### src/hdl/shs_pkg.sv
// ----------------------------------------------------------------------------
// shs_pkg
// Shared types, constants and round functions of the streaming SHA-256 hasher.
// ----------------------------------------------------------------------------
package shs_pkg;

  localparam int unsigned BLOCK_BYTES = 64;
  localparam int unsigned ROUNDS      = 64;

  localparam logic [7:0] PAD_MARK = 8'h80;
  localparam logic [5:0] LEN_POS  = 6'd56;
  localparam logic [5:0] FILL_MAX = 6'(BLOCK_BYTES - 1);
  localparam logic [5:0] RND_MAX  = 6'(ROUNDS - 1);
  localparam logic [1:0] WORD_MAX = 2'd3;

  typedef logic [0:7][31:0] words8_t;

  localparam words8_t SHA_IV = {
    32'h6a09e667, 32'hbb67ae85, 32'h3c6ef372, 32'ha54ff53a,
    32'h510e527f, 32'h9b05688c, 32'h1f83d9ab, 32'h5be0cd19
  };

  typedef struct packed {
    logic [7:0] message_byte;
    logic       has_byte;
    logic       end_of_message;
  } shs_in_t;

  typedef struct packed {
    logic [63:0] digest_word;
    logic [1:0]  word_index;
    logic        last_word;
  } shs_out_t;

  typedef enum logic [4:0] {
    ST_IDLE  = 5'b00001,
    ST_ROUND = 5'b00010,
    ST_ADD   = 5'b00100,
    ST_PAD   = 5'b01000,
    ST_DONE  = 5'b10000
  } shs_state_t;

  typedef struct packed {
    logic       push_in;
    logic       push_pad;
    logic       pad_mark;
    logic       pad_len;
    logic       load_work;
    logic       round_en;
    logic [5:0] round_idx;
    logic       add_chain;
    logic       finish;
  } shs_cmd_t;

  typedef struct packed {
    logic [5:0] fill;
    logic       out_busy;
  } shs_status_t;

  function automatic logic [31:0] big_sigma0(input logic [31:0] x);
    return {x[1:0], x[31:2]} ^ {x[12:0], x[31:13]} ^ {x[21:0], x[31:22]};
  endfunction

  function automatic logic [31:0] big_sigma1(input logic [31:0] x);
    return {x[5:0], x[31:6]} ^ {x[10:0], x[31:11]} ^ {x[24:0], x[31:25]};
  endfunction

  function automatic logic [31:0] small_sigma0(input logic [31:0] x);
    return {x[6:0], x[31:7]} ^ {x[17:0], x[31:18]} ^ {3'b000, x[31:3]};
  endfunction

  function automatic logic [31:0] small_sigma1(input logic [31:0] x);
    return {x[16:0], x[31:17]} ^ {x[18:0], x[31:19]} ^ {10'b0, x[31:10]};
  endfunction

  function automatic logic [31:0] round_k(input logic [5:0] idx);
    logic [31:0] k;
    case (idx)
      6'd0:  k = 32'h428a2f98;  6'd1:  k = 32'h71374491;
      6'd2:  k = 32'hb5c0fbcf;  6'd3:  k = 32'he9b5dba5;
      6'd4:  k = 32'h3956c25b;  6'd5:  k = 32'h59f111f1;
      6'd6:  k = 32'h923f82a4;  6'd7:  k = 32'hab1c5ed5;
      6'd8:  k = 32'hd807aa98;  6'd9:  k = 32'h12835b01;
      6'd10: k = 32'h243185be;  6'd11: k = 32'h550c7dc3;
      6'd12: k = 32'h72be5d74;  6'd13: k = 32'h80deb1fe;
      6'd14: k = 32'h9bdc06a7;  6'd15: k = 32'hc19bf174;
      6'd16: k = 32'he49b69c1;  6'd17: k = 32'hefbe4786;
      6'd18: k = 32'h0fc19dc6;  6'd19: k = 32'h240ca1cc;
      6'd20: k = 32'h2de92c6f;  6'd21: k = 32'h4a7484aa;
      6'd22: k = 32'h5cb0a9dc;  6'd23: k = 32'h76f988da;
      6'd24: k = 32'h983e5152;  6'd25: k = 32'ha831c66d;
      6'd26: k = 32'hb00327c8;  6'd27: k = 32'hbf597fc7;
      6'd28: k = 32'hc6e00bf3;  6'd29: k = 32'hd5a79147;
      6'd30: k = 32'h06ca6351;  6'd31: k = 32'h14292967;
      6'd32: k = 32'h27b70a85;  6'd33: k = 32'h2e1b2138;
      6'd34: k = 32'h4d2c6dfc;  6'd35: k = 32'h53380d13;
      6'd36: k = 32'h650a7354;  6'd37: k = 32'h766a0abb;
      6'd38: k = 32'h81c2c92e;  6'd39: k = 32'h92722c85;
      6'd40: k = 32'ha2bfe8a1;  6'd41: k = 32'ha81a664b;
      6'd42: k = 32'hc24b8b70;  6'd43: k = 32'hc76c51a3;
      6'd44: k = 32'hd192e819;  6'd45: k = 32'hd6990624;
      6'd46: k = 32'hf40e3585;  6'd47: k = 32'h106aa070;
      6'd48: k = 32'h19a4c116;  6'd49: k = 32'h1e376c08;
      6'd50: k = 32'h2748774c;  6'd51: k = 32'h34b0bcb5;
      6'd52: k = 32'h391c0cb3;  6'd53: k = 32'h4ed8aa4a;
      6'd54: k = 32'h5b9cca4f;  6'd55: k = 32'h682e6ff3;
      6'd56: k = 32'h748f82ee;  6'd57: k = 32'h78a5636f;
      6'd58: k = 32'h84c87814;  6'd59: k = 32'h8cc70208;
      6'd60: k = 32'h90befffa;  6'd61: k = 32'ha4506ceb;
      6'd62: k = 32'hbef9a3f7;  6'd63: k = 32'hc67178f2;
      default: k = 32'h0;
    endcase
    return k;
  endfunction

endpackage

### src/hdl/shs_ctrl.sv
// ----------------------------------------------------------------------------
// shs_ctrl
// Sequencer: byte intake, 64 round steps, chain update, padding and digest
// hand-off, driving the datapath by commands.
// ----------------------------------------------------------------------------
module shs_ctrl import shs_pkg::*; (
  input  logic        clk,
  input  logic        rst_n,
  input  logic        in_valid,
  output logic        in_stall,
  input  shs_in_t     in_data,
  input  shs_status_t status,
  output shs_cmd_t    cmd
);

  shs_state_t st_r, st_nxt;
  logic [5:0] round_r, round_nxt;
  logic       fin_r, fin_nxt;
  logic       final_r, final_nxt;
  logic       mark_r, mark_nxt;
  logic       lenph_r, lenph_nxt;
  logic       len_byte;

  assign in_stall = (st_r != ST_IDLE);
  assign len_byte = mark_r && (lenph_r || status.fill == LEN_POS);

  always_comb begin
    st_nxt        = st_r;
    round_nxt     = round_r;
    fin_nxt       = fin_r;
    final_nxt     = final_r;
    mark_nxt      = mark_r;
    lenph_nxt     = lenph_r;
    cmd           = '0;
    cmd.round_idx = round_r;
    case (st_r)
      ST_IDLE: begin
        if (in_valid) begin
          mark_nxt  = 1'b0;
          lenph_nxt = 1'b0;
          if (in_data.has_byte) begin
            cmd.push_in = 1'b1;
            if (status.fill == FILL_MAX) begin
              cmd.load_work = 1'b1;
              round_nxt     = '0;
              fin_nxt       = in_data.end_of_message;
              st_nxt        = ST_ROUND;
            end else if (in_data.end_of_message) begin
              st_nxt = ST_PAD;
            end
          end else if (in_data.end_of_message) begin
            st_nxt = ST_PAD;
          end
        end
      end
      ST_ROUND: begin
        cmd.round_en = 1'b1;
        round_nxt    = round_r + 6'd1;
        if (round_r == RND_MAX) begin
          st_nxt = ST_ADD;
        end
      end
      ST_ADD: begin
        cmd.add_chain = 1'b1;
        if (final_r) begin
          st_nxt = ST_DONE;
        end else if (fin_r) begin
          st_nxt = ST_PAD;
        end else begin
          st_nxt = ST_IDLE;
        end
      end
      ST_PAD: begin
        cmd.push_pad = 1'b1;
        if (!mark_r) begin
          cmd.pad_mark = 1'b1;
          mark_nxt     = 1'b1;
        end else if (len_byte) begin
          cmd.pad_len = 1'b1;
          lenph_nxt   = 1'b1;
        end
        if (status.fill == FILL_MAX) begin
          cmd.load_work = 1'b1;
          round_nxt     = '0;
          fin_nxt       = 1'b1;
          final_nxt     = len_byte;
          st_nxt        = ST_ROUND;
        end
      end
      ST_DONE: begin
        if (!status.out_busy) begin
          cmd.finish = 1'b1;
          fin_nxt    = 1'b0;
          final_nxt  = 1'b0;
          st_nxt     = ST_IDLE;
        end
      end
      default: begin
        st_nxt = ST_IDLE;
      end
    endcase
  end

  always_ff @(posedge clk) begin
    if (!rst_n) begin
      st_r    <= ST_IDLE;
      round_r <= '0;
      fin_r   <= 1'b0;
      final_r <= 1'b0;
      mark_r  <= 1'b0;
      lenph_r <= 1'b0;
    end else begin
      st_r    <= st_nxt;
      round_r <= round_nxt;
      fin_r   <= fin_nxt;
      final_r <= final_nxt;
      mark_r  <= mark_nxt;
      lenph_r <= lenph_nxt;
    end
  end

  a_round_to_add: assert property (@(posedge clk) disable iff (!rst_n)
    (st_r == ST_ROUND && round_r == RND_MAX) |=> st_r == ST_ADD)
    else $error("compression did not end after the last round");

  a_done_release: assert property (@(posedge clk) disable iff (!rst_n)
    (st_r == ST_DONE && !status.out_busy) |=> st_r == ST_IDLE)
    else $error("digest hand-off did not return to idle");

  a_final_has_fin: assert property (@(posedge clk) disable iff (!rst_n)
    final_r |-> fin_r)
    else $error("final block flagged outside a finishing message");

endmodule

### src/hdl/shs_datapath.sv
// ----------------------------------------------------------------------------
// shs_datapath
// Message window, round registers, chaining words, bit count and the digest
// output buffer.
// ----------------------------------------------------------------------------
module shs_datapath import shs_pkg::*; (
  input  logic        clk,
  input  logic        rst_n,
  input  shs_cmd_t    cmd,
  input  logic [7:0]  in_byte,
  output shs_status_t status,
  output logic        out_valid,
  input  logic        out_stall,
  output shs_out_t    out_data
);

  logic [511:0] win_r, win_nxt;
  words8_t      v_r, v_nxt;
  words8_t      chain_r, chain_nxt;
  logic [63:0]  bits_r, bits_nxt;
  logic [5:0]   fill_r, fill_nxt;
  logic [255:0] obuf_r, obuf_nxt;
  logic [1:0]   ocnt_r, ocnt_nxt;
  logic         ovld_r, ovld_nxt;
  logic [7:0]   len_sel, byte_sel;
  logic [31:0]  w0, w1, w9, w14, w_new;
  logic [31:0]  t1, t2, ch, maj;
  logic         out_take;

  assign w0  = win_r[511:480];
  assign w1  = win_r[479:448];
  assign w9  = win_r[223:192];
  assign w14 = win_r[63:32];
  assign w_new = small_sigma1(w14) + w9 + small_sigma0(w1) + w0;

  assign ch  = (v_r[4] & v_r[5]) ^ (~v_r[4] & v_r[6]);
  assign maj = (v_r[0] & v_r[1]) ^ (v_r[0] & v_r[2]) ^ (v_r[1] & v_r[2]);
  assign t1  = v_r[7] + big_sigma1(v_r[4]) + ch + round_k(cmd.round_idx) + w0;
  assign t2  = big_sigma0(v_r[0]) + maj;

  assign len_sel  = 8'(bits_r >> {~fill_r[2:0], 3'b000});
  assign byte_sel = cmd.push_in  ? in_byte  :
                    cmd.pad_mark ? PAD_MARK :
                    cmd.pad_len  ? len_sel  : 8'h00;

  assign out_take = ovld_r && !out_stall;

  always_comb begin
    win_nxt   = win_r;
    v_nxt     = v_r;
    chain_nxt = chain_r;
    bits_nxt  = bits_r;
    fill_nxt  = fill_r;
    obuf_nxt  = obuf_r;
    ocnt_nxt  = ocnt_r;
    ovld_nxt  = ovld_r;
    if (cmd.push_in || cmd.push_pad) begin
      win_nxt  = {win_r[503:0], byte_sel};
      fill_nxt = fill_r + 6'd1;
    end
    if (cmd.push_in) begin
      bits_nxt = bits_r + 64'd8;
    end
    if (cmd.load_work) begin
      v_nxt = chain_r;
    end
    if (cmd.round_en) begin
      win_nxt = {win_r[479:0], w_new};
      v_nxt   = {t1 + t2, v_r[0], v_r[1], v_r[2], v_r[3] + t1, v_r[4], v_r[5], v_r[6]};
    end
    if (cmd.add_chain) begin
      for (int i = 0; i < 8; i++) begin
        chain_nxt[i] = chain_r[i] + v_r[i];
      end
    end
    if (out_take) begin
      obuf_nxt = {obuf_r[191:0], 64'h0};
      ocnt_nxt = ocnt_r + 2'd1;
      if (ocnt_r == WORD_MAX) begin
        ovld_nxt = 1'b0;
      end
    end
    if (cmd.finish) begin
      obuf_nxt  = chain_r;
      ocnt_nxt  = '0;
      ovld_nxt  = 1'b1;
      chain_nxt = SHA_IV;
      bits_nxt  = '0;
      fill_nxt  = '0;
    end
  end

  always_ff @(posedge clk) begin
    if (!rst_n) begin
      chain_r <= SHA_IV;
      bits_r  <= '0;
      fill_r  <= '0;
      ocnt_r  <= '0;
      ovld_r  <= 1'b0;
    end else begin
      chain_r <= chain_nxt;
      bits_r  <= bits_nxt;
      fill_r  <= fill_nxt;
      ocnt_r  <= ocnt_nxt;
      ovld_r  <= ovld_nxt;
    end
  end

  always_ff @(posedge clk) begin
    win_r  <= win_nxt;
    v_r    <= v_nxt;
    obuf_r <= obuf_nxt;
  end

  assign status.fill     = fill_r;
  assign status.out_busy = ovld_r;

  assign out_valid            = ovld_r;
  assign out_data.digest_word = obuf_r[255:192];
  assign out_data.word_index  = ocnt_r;
  assign out_data.last_word   = (ocnt_r == WORD_MAX);

  a_no_overwrite: assert property (@(posedge clk) disable iff (!rst_n)
    cmd.finish |-> !ovld_r)
    else $error("digest loaded over a pending result");

  a_last_drains: assert property (@(posedge clk) disable iff (!rst_n)
    (out_take && ocnt_r == WORD_MAX) |=> !ovld_r)
    else $error("result stayed valid after the last word");

  a_no_push_in_round: assert property (@(posedge clk) disable iff (!rst_n)
    cmd.round_en |-> !(cmd.push_in || cmd.push_pad))
    else $error("byte pushed during a round step");

endmodule

### src/hdl/sha256_stream_hasher.sv
// ----------------------------------------------------------------------------
// sha256_stream_hasher
// Streaming SHA-256 hasher: one message byte per request, 256-bit digest
// returned as four 64-bit big-endian words.
//
//   channel  direction  payload
//   in_      input      shs_in_t  (message_byte, has_byte, end_of_message)
//   out_     output     shs_out_t (digest_word, word_index, last_word)
//
// Requests are taken back to back, but every 64th byte first runs the 64
// rounds of the single round unit plus the chaining add before the next one.
// Finishing pushes the padding bytes (9 to 72), compresses each padded block
// and then loads the digest into the output buffer.
// The four result words drain while new requests are taken; a finish waits
// only while a previous digest is still pending. Reset is synchronous.
// ----------------------------------------------------------------------------
module sha256_stream_hasher import shs_pkg::*; (
  input  logic     clk,
  input  logic     rst_n,
  input  logic     in_valid,
  output logic     in_stall,
  input  shs_in_t  in_data,
  output logic     out_valid,
  input  logic     out_stall,
  output shs_out_t out_data
);

  shs_cmd_t    cmd;
  shs_status_t status;

  shs_ctrl u_ctrl (
    .clk      (clk),
    .rst_n    (rst_n),
    .in_valid (in_valid),
    .in_stall (in_stall),
    .in_data  (in_data),
    .status   (status),
    .cmd      (cmd)
  );

  shs_datapath u_datapath (
    .clk       (clk),
    .rst_n     (rst_n),
    .cmd       (cmd),
    .in_byte   (in_data.message_byte),
    .status    (status),
    .out_valid (out_valid),
    .out_stall (out_stall),
    .out_data  (out_data)
  );

endmodule

### config.mk
export PLATFORM = sky130hd
export DESIGN_NAME = sha256_stream_hasher
export DESIGN_NICKNAME = d
export VERILOG_FILES = /design/src/hdl/shs_pkg.sv /design/src/hdl/shs_ctrl.sv /design/src/hdl/shs_datapath.sv /design/src/hdl/sha256_stream_hasher.sv
export SDC_FILE = /design/constraint.sdc
export NUM_CORES = 2
export LEC_CHECK = 0
export ABC_AREA = 1
export BUFFER_PORTS_ARGS = -buffer_cell sky130_fd_sc_hd__buf_2
export CAP_MARGIN = 20
export CORE_ASPECT_RATIO = 2
export CORE_UTILIZATION = 55
export DETAILED_ROUTE_END_ITERATION = 12
export PLACE_DENSITY_LB_ADDON = 0.05
export SKIP_LAST_GASP = 1
export SLEW_MARGIN = 20
export SYNTH_ARGS = -nofsm -noshare
export SYNTH_HDL_FRONTEND = slang
export SYNTH_SLANG_ARGS = --single-unit
### constraint.sdc
create_clock -name clk -period 20.4 [get_ports clk]
set_input_delay 4.08 -clock clk [delete_from_list [all_inputs] [get_ports clk]]
set_output_delay 4.08 -clock clk [all_outputs]
set_load 0.02 [all_outputs]
==> results.json, run 1 <==
{
  "netlist_area_um2": 90490,
  "start_util_pct": 55.37,
  "cts_root_buf": "clkbuf_16",
  "syn-num-nets": 12170,
  "grt_pass1_wl_mm": 828.2,
  "cts_setup_buffers": 0,
  "synth_cell_types": 61,
  "synth_flop_cell": "edfxtp_1",
  "cts_max_level": 4,
  "io_buffers": 82,
  "syn_avg_cell_area_um2": 7.821,
  "grt_pass1_vias": 100200,
  "ys_warn_count": 0,
  "clockBufferDepth": 4,
  "synth_top_area_share_pct": 33.98,
  "postCtsHoldBufs": 0,
  "async_flop_share_pct": 0,
  "synth_edf_count": 1024,
  "run_status": "did not finish",
  "gp_congestion": 1.277,
  "ctsResizeCount": 0,
  "place_inst": 13330,
  "overflow": 2027,
  "tool.error": "[ERROR GRT-0116] Global routing finished with congestion. Check the congestion regions in the DRC Viewer.",
  "synth_top_cell_by_area": "edfxtp_1",
  "dieHeight_um": 575.6,
  "ys_ff_latch": 1397,
  "die_x_um": 288.8,
  "hpwl_mm": 345.0,
  "yosysSeqAreaShare_pct": 42.23,
  "lastStage": "global routing",
  "synth.area.top_cells": "edfxtp_1, nand2_1, dfxtp_1, ha_1, inv_1",
  "cts_sinks": 1397,
  "num_io_pins": 83,
  "grt_start_max_net_pins": 263,
  "rows": 210,
  "synthCells": 11570,
  "grtUsageTotal_pct": 68.08,
  "cts_buffers": 140
}
synth_stat cells (42+ instances only):
library cell / instances
a21oi_1: 857
nand4_1: 125
dfxtp_1: 373
clkbuf_1: 355
o21ai_0: 920
o211ai_1: 55
nand2_1: 3656
o21bai_1: 54
ha_1: 394
a21o_1: 63
edfxtp_1: 1024
fa_1: 195
buf_4: 70
xor2_1: 251
xnor2_1: 157
nor3_1: 102
nor2_1: 744
nand3_1: 509
buf_2: 64
o21a_1: 42
inv_1: 1256
kinds of logic after synthesis:
logic type / Yosys count / synth area share (%)
buf+inv: 1792 / 7.832
xor+xnor: 408 / 3.949
flops: 1397 / 42.23
compound gates: 2140 / 12.79
simple gates: 5238 / 23.37
fa+ha+maj: 595 / 9.828
through the flow:
step           cell area (µm²)  hold slack, ns  worst slack [ns]  util [%]
2_1_floorplan            90490          0.4373             2.127         -
3_3_place_gp             92020          0.4644             12.29     56.31
3_5_place_dp             92020          0.4702             12.35     56.31
4_1_cts                  96540          0.4842             12.45     59.07
routing by layer:
layer,GRT overflow,global-route usage (%)
met4,674,75.08
met2,1321,93.04
met3,16,42.95
met5,1,10.12
met1,15,64.63
==> run 2, diff against run 1 <==
- CORE_ASPECT_RATIO: 2 -> not set
- CORE_UTILIZATION: 55 -> 40
- PLACE_DENSITY_LB_ADDON: 0.05 -> 0.15
==> run 2 against run 1 <==
Compared with the run above: the flow now finishes, with violations (design-rule violations); synthesized cell count unchanged; synthesized area stayed put.
==> results.json, run 2 <==
{
  "run_status": "finished with violations",
  "failed_checks": "design-rule violations",
  "synth_cell_types": 61,
  "period_needed_ns": 7.699,
  "cts_root_buf": "clkbuf_16",
  "critical_path_required_ns": 20.88,
  "ys_ff_latch": 1397,
  "slew_headroom_pct": 25.22,
  "cts_tree": "built",
  "routedWlPerCell_um": 24.87,
  "synth.area.top_cells": "edfxtp_1, nand2_1, dfxtp_1, ha_1, inv_1",
  "yosysMostFrequentCell": "nand2_1",
  "period_share_pct": 37.74,
  "cts_sinks": 1397,
  "startpoint_type": "input port",
  "tightest_slew_ns": 1.118,
  "vias": 79860,
  "cts_max_level": 4,
  "final_cell_mix": "nand2_1, inv_1, edfxtp_1, o21ai_0, a21oi_1",
  "max_freq_mhz": 129.9,
  "crit_path_max_incr_delay_ns": 0.92,
  "synthCells": 11570,
  "netlist_area_um2": 90490,
  "hold_violations": 0,
  "syn_avg_cell_area_um2": 7.821,
  "postCtsHoldBufs": 0,
  "drive_above_1_share_pct": 4.222,
  "cap_violations": 0,
  "crit_top_cell": "buf_4",
  "first_pass_iters": 10,
  "async_flop_share_pct": 0,
  "synth_flop_cell": "edfxtp_1",
  "grtUsageTotal_pct": 30.84,
  "largest_reg_flops": 512,
  "worstHoldStart": "u_ctrl.mark_r",
  "yosysSeqAreaShare_pct": 42.23,
  "layout_commonest_cell": "nand2_1",
  "grt_pass1_wl_mm": 519.7,
  "holdCritPathClass": "flop to flop",
  "drtAntennaViolNets": 0,
  "io_buffers": 82,
  "seq_area_um2": 38220,
  "power.density_nw_per_um2": 148.2,
  "cts_setup_buffers": 0,
  "slew_violations": 0,
  "hpwl_mm": 275.7,
  "post-place-ws_ns": 11.77,
  "drc": 44,
  "setup_viol": 0,
  "crit_fanout": 180,
  "grt_pass1_vias": 75390,
  "total_power_mw": 14.65,
  "vdd_drop_max_uv": 186.1,
  "wl_mm": 360.8,
  "p_leak_nw": 42.00,
  "critical_path_class": "input port to flop",
  "final_nets": 11980,
  "synth_commonest_cells": "nand2_1, inv_1, edfxtp_1, o21ai_0, a21oi_1",
  "core_um2": 224900,
  "fp.dieArea_um2": 228100,
  "syn-num-nets": 12170,
  "fin_worst_skew_ns": 0.05757,
  "clkLatencyLatePin_ns": 0.88,
  "clk_pin_slew_ns": 0.06,
  "rsz0062_at_grt": "no",
  "cpMaxStageDelayCell": "buf_4",
  "tns_ns": 0,
  "clockBufferDepth": 3,
  "final_core_util_pct": 43.97,
  "synth_top_cell_by_area": "edfxtp_1",
  "antenna_found_initial": 13,
  "ctsResizeCount": 0,
  "gp_congestion": 0.9802,
  "cp-end-kind": "flop",
  "start_util_pct": 40.24,
  "routed_via_density": 5.505,
  "cp.arrival_ns": 8.18,
  "largest-register": "u_datapath.win_r",
  "drtIter0Drc": 8090,
  "area_growth_pct": 9.271,
  "num_io_pins": 83,
  "nFillCells": 22930,
  "crit_start": "in_data[1]",
  "ys_warn_count": 0,
  "crit_chain": "buf_2 -> nand2_1 -> inv_1 -> nand4_4 -> nand3_4 -> buf_4 -> buf_12 -> buf_4",
  "rows": 174,
  "layout_setup_ws_ns": 12.70,
  "grt_start_max_net_pins": 246,
  "dieHeight_um": 477.6,
  "die_x_um": 477.6,
  "cp_top_family": "buffers and inverters",
  "hold_slack_ns": 0.4802,
  "path_buf_inv": 5,
  "overflow": 0,
  "cts_buffers": 167,
  "synth_top_area_share_pct": 33.98,
  "multi_input_area_um2": 45240,
  "r2r-start": "u_datapath.v_r[122]",
  "synth_edf_count": 1024
}
==> run 2: cell counts after synthesis <==
No cell type changed its count.
==> run 2: worst paths after layout <==
path / end / slack (ns) / depth (start not counted)
max: u_datapath.win_r[235] / 12.70 / 8
max reg2reg: u_datapath.v_r[255] / 12.73 / 30
min: u_ctrl.mark_r / 0.48 / 2
min reg2reg: u_ctrl.mark_r / 0.48 / 2
==> run 2: per-stage QoR <==
stage / cell area (µm²) / cells
floorplan: 90490 / 11570
global placement: 93010 / 14190
detailed placement: 93010 / 14190
CTS: 98840 / 14500
global route: 98870 / 14500
finish: 98880 / 14510
==> run 2: worst reg2reg max path, delay by kind of cell (launching register included) <==
kind | cells | cell delay (ns)
compound gates | 2 | 0.38
xor+xnor | 3 | 1.41
fa+ha+maj | 7 | 3.03
buf+inv | 6 | 0.50
flops | 1 | 0.63
simple gates | 12 | 1.45
==> run 2: area by class of cell <==
type / count / area share (%)
sequential: 1397 / 38.65
tap: 2992 / 3.786
clock buffer: 207 / 4.459
timing repair buffer: 152 / 1.034
clock inverter: 101 / 1.432
antenna: 4 / 0.01012
inverter: 1273 / 4.879
multi-input combinational: 8381 / 45.75
==> run 2: metal layers <==
| metal | vias up | part of all wire [%] | track usage [%] |
|---|---|---|---|
| met3 | 507 | 6.6 | 3.936 |
| met4 | 2 | 3.6 | 10.44 |
| met2 | 2966 | 44 | 47.59 |
| met5 | - | 0.0036 | 0 |
| met1 | 38700 | 46 | 44.35 |
| li1 | 37680 | - | - |
==> run 2: where the power goes <==
part | switching [mW] | total [mW] | internal [mW]
Clock | 1.35 | 3.20 | 1.85
Combinational | 5.58 | 8.04 | 2.46
Sequential | 0.173 | 3.42 | 3.24
Total | 7.10 | 14.7 | 7.56
==> run 2: cell families after synthesis <==
family,after synthesis,share of synthesized area (%)
AND/OR/NAND/NOR,5238,23.37
adder cells (fa/ha/maj),595,9.828
flip-flops,1397,42.23
AO/OA/AOI/OAI,2140,12.79
XOR/XNOR,408,3.949
buffers and inverters,1792,7.832
Note: power is estimated with default switching activity, not from simulation.
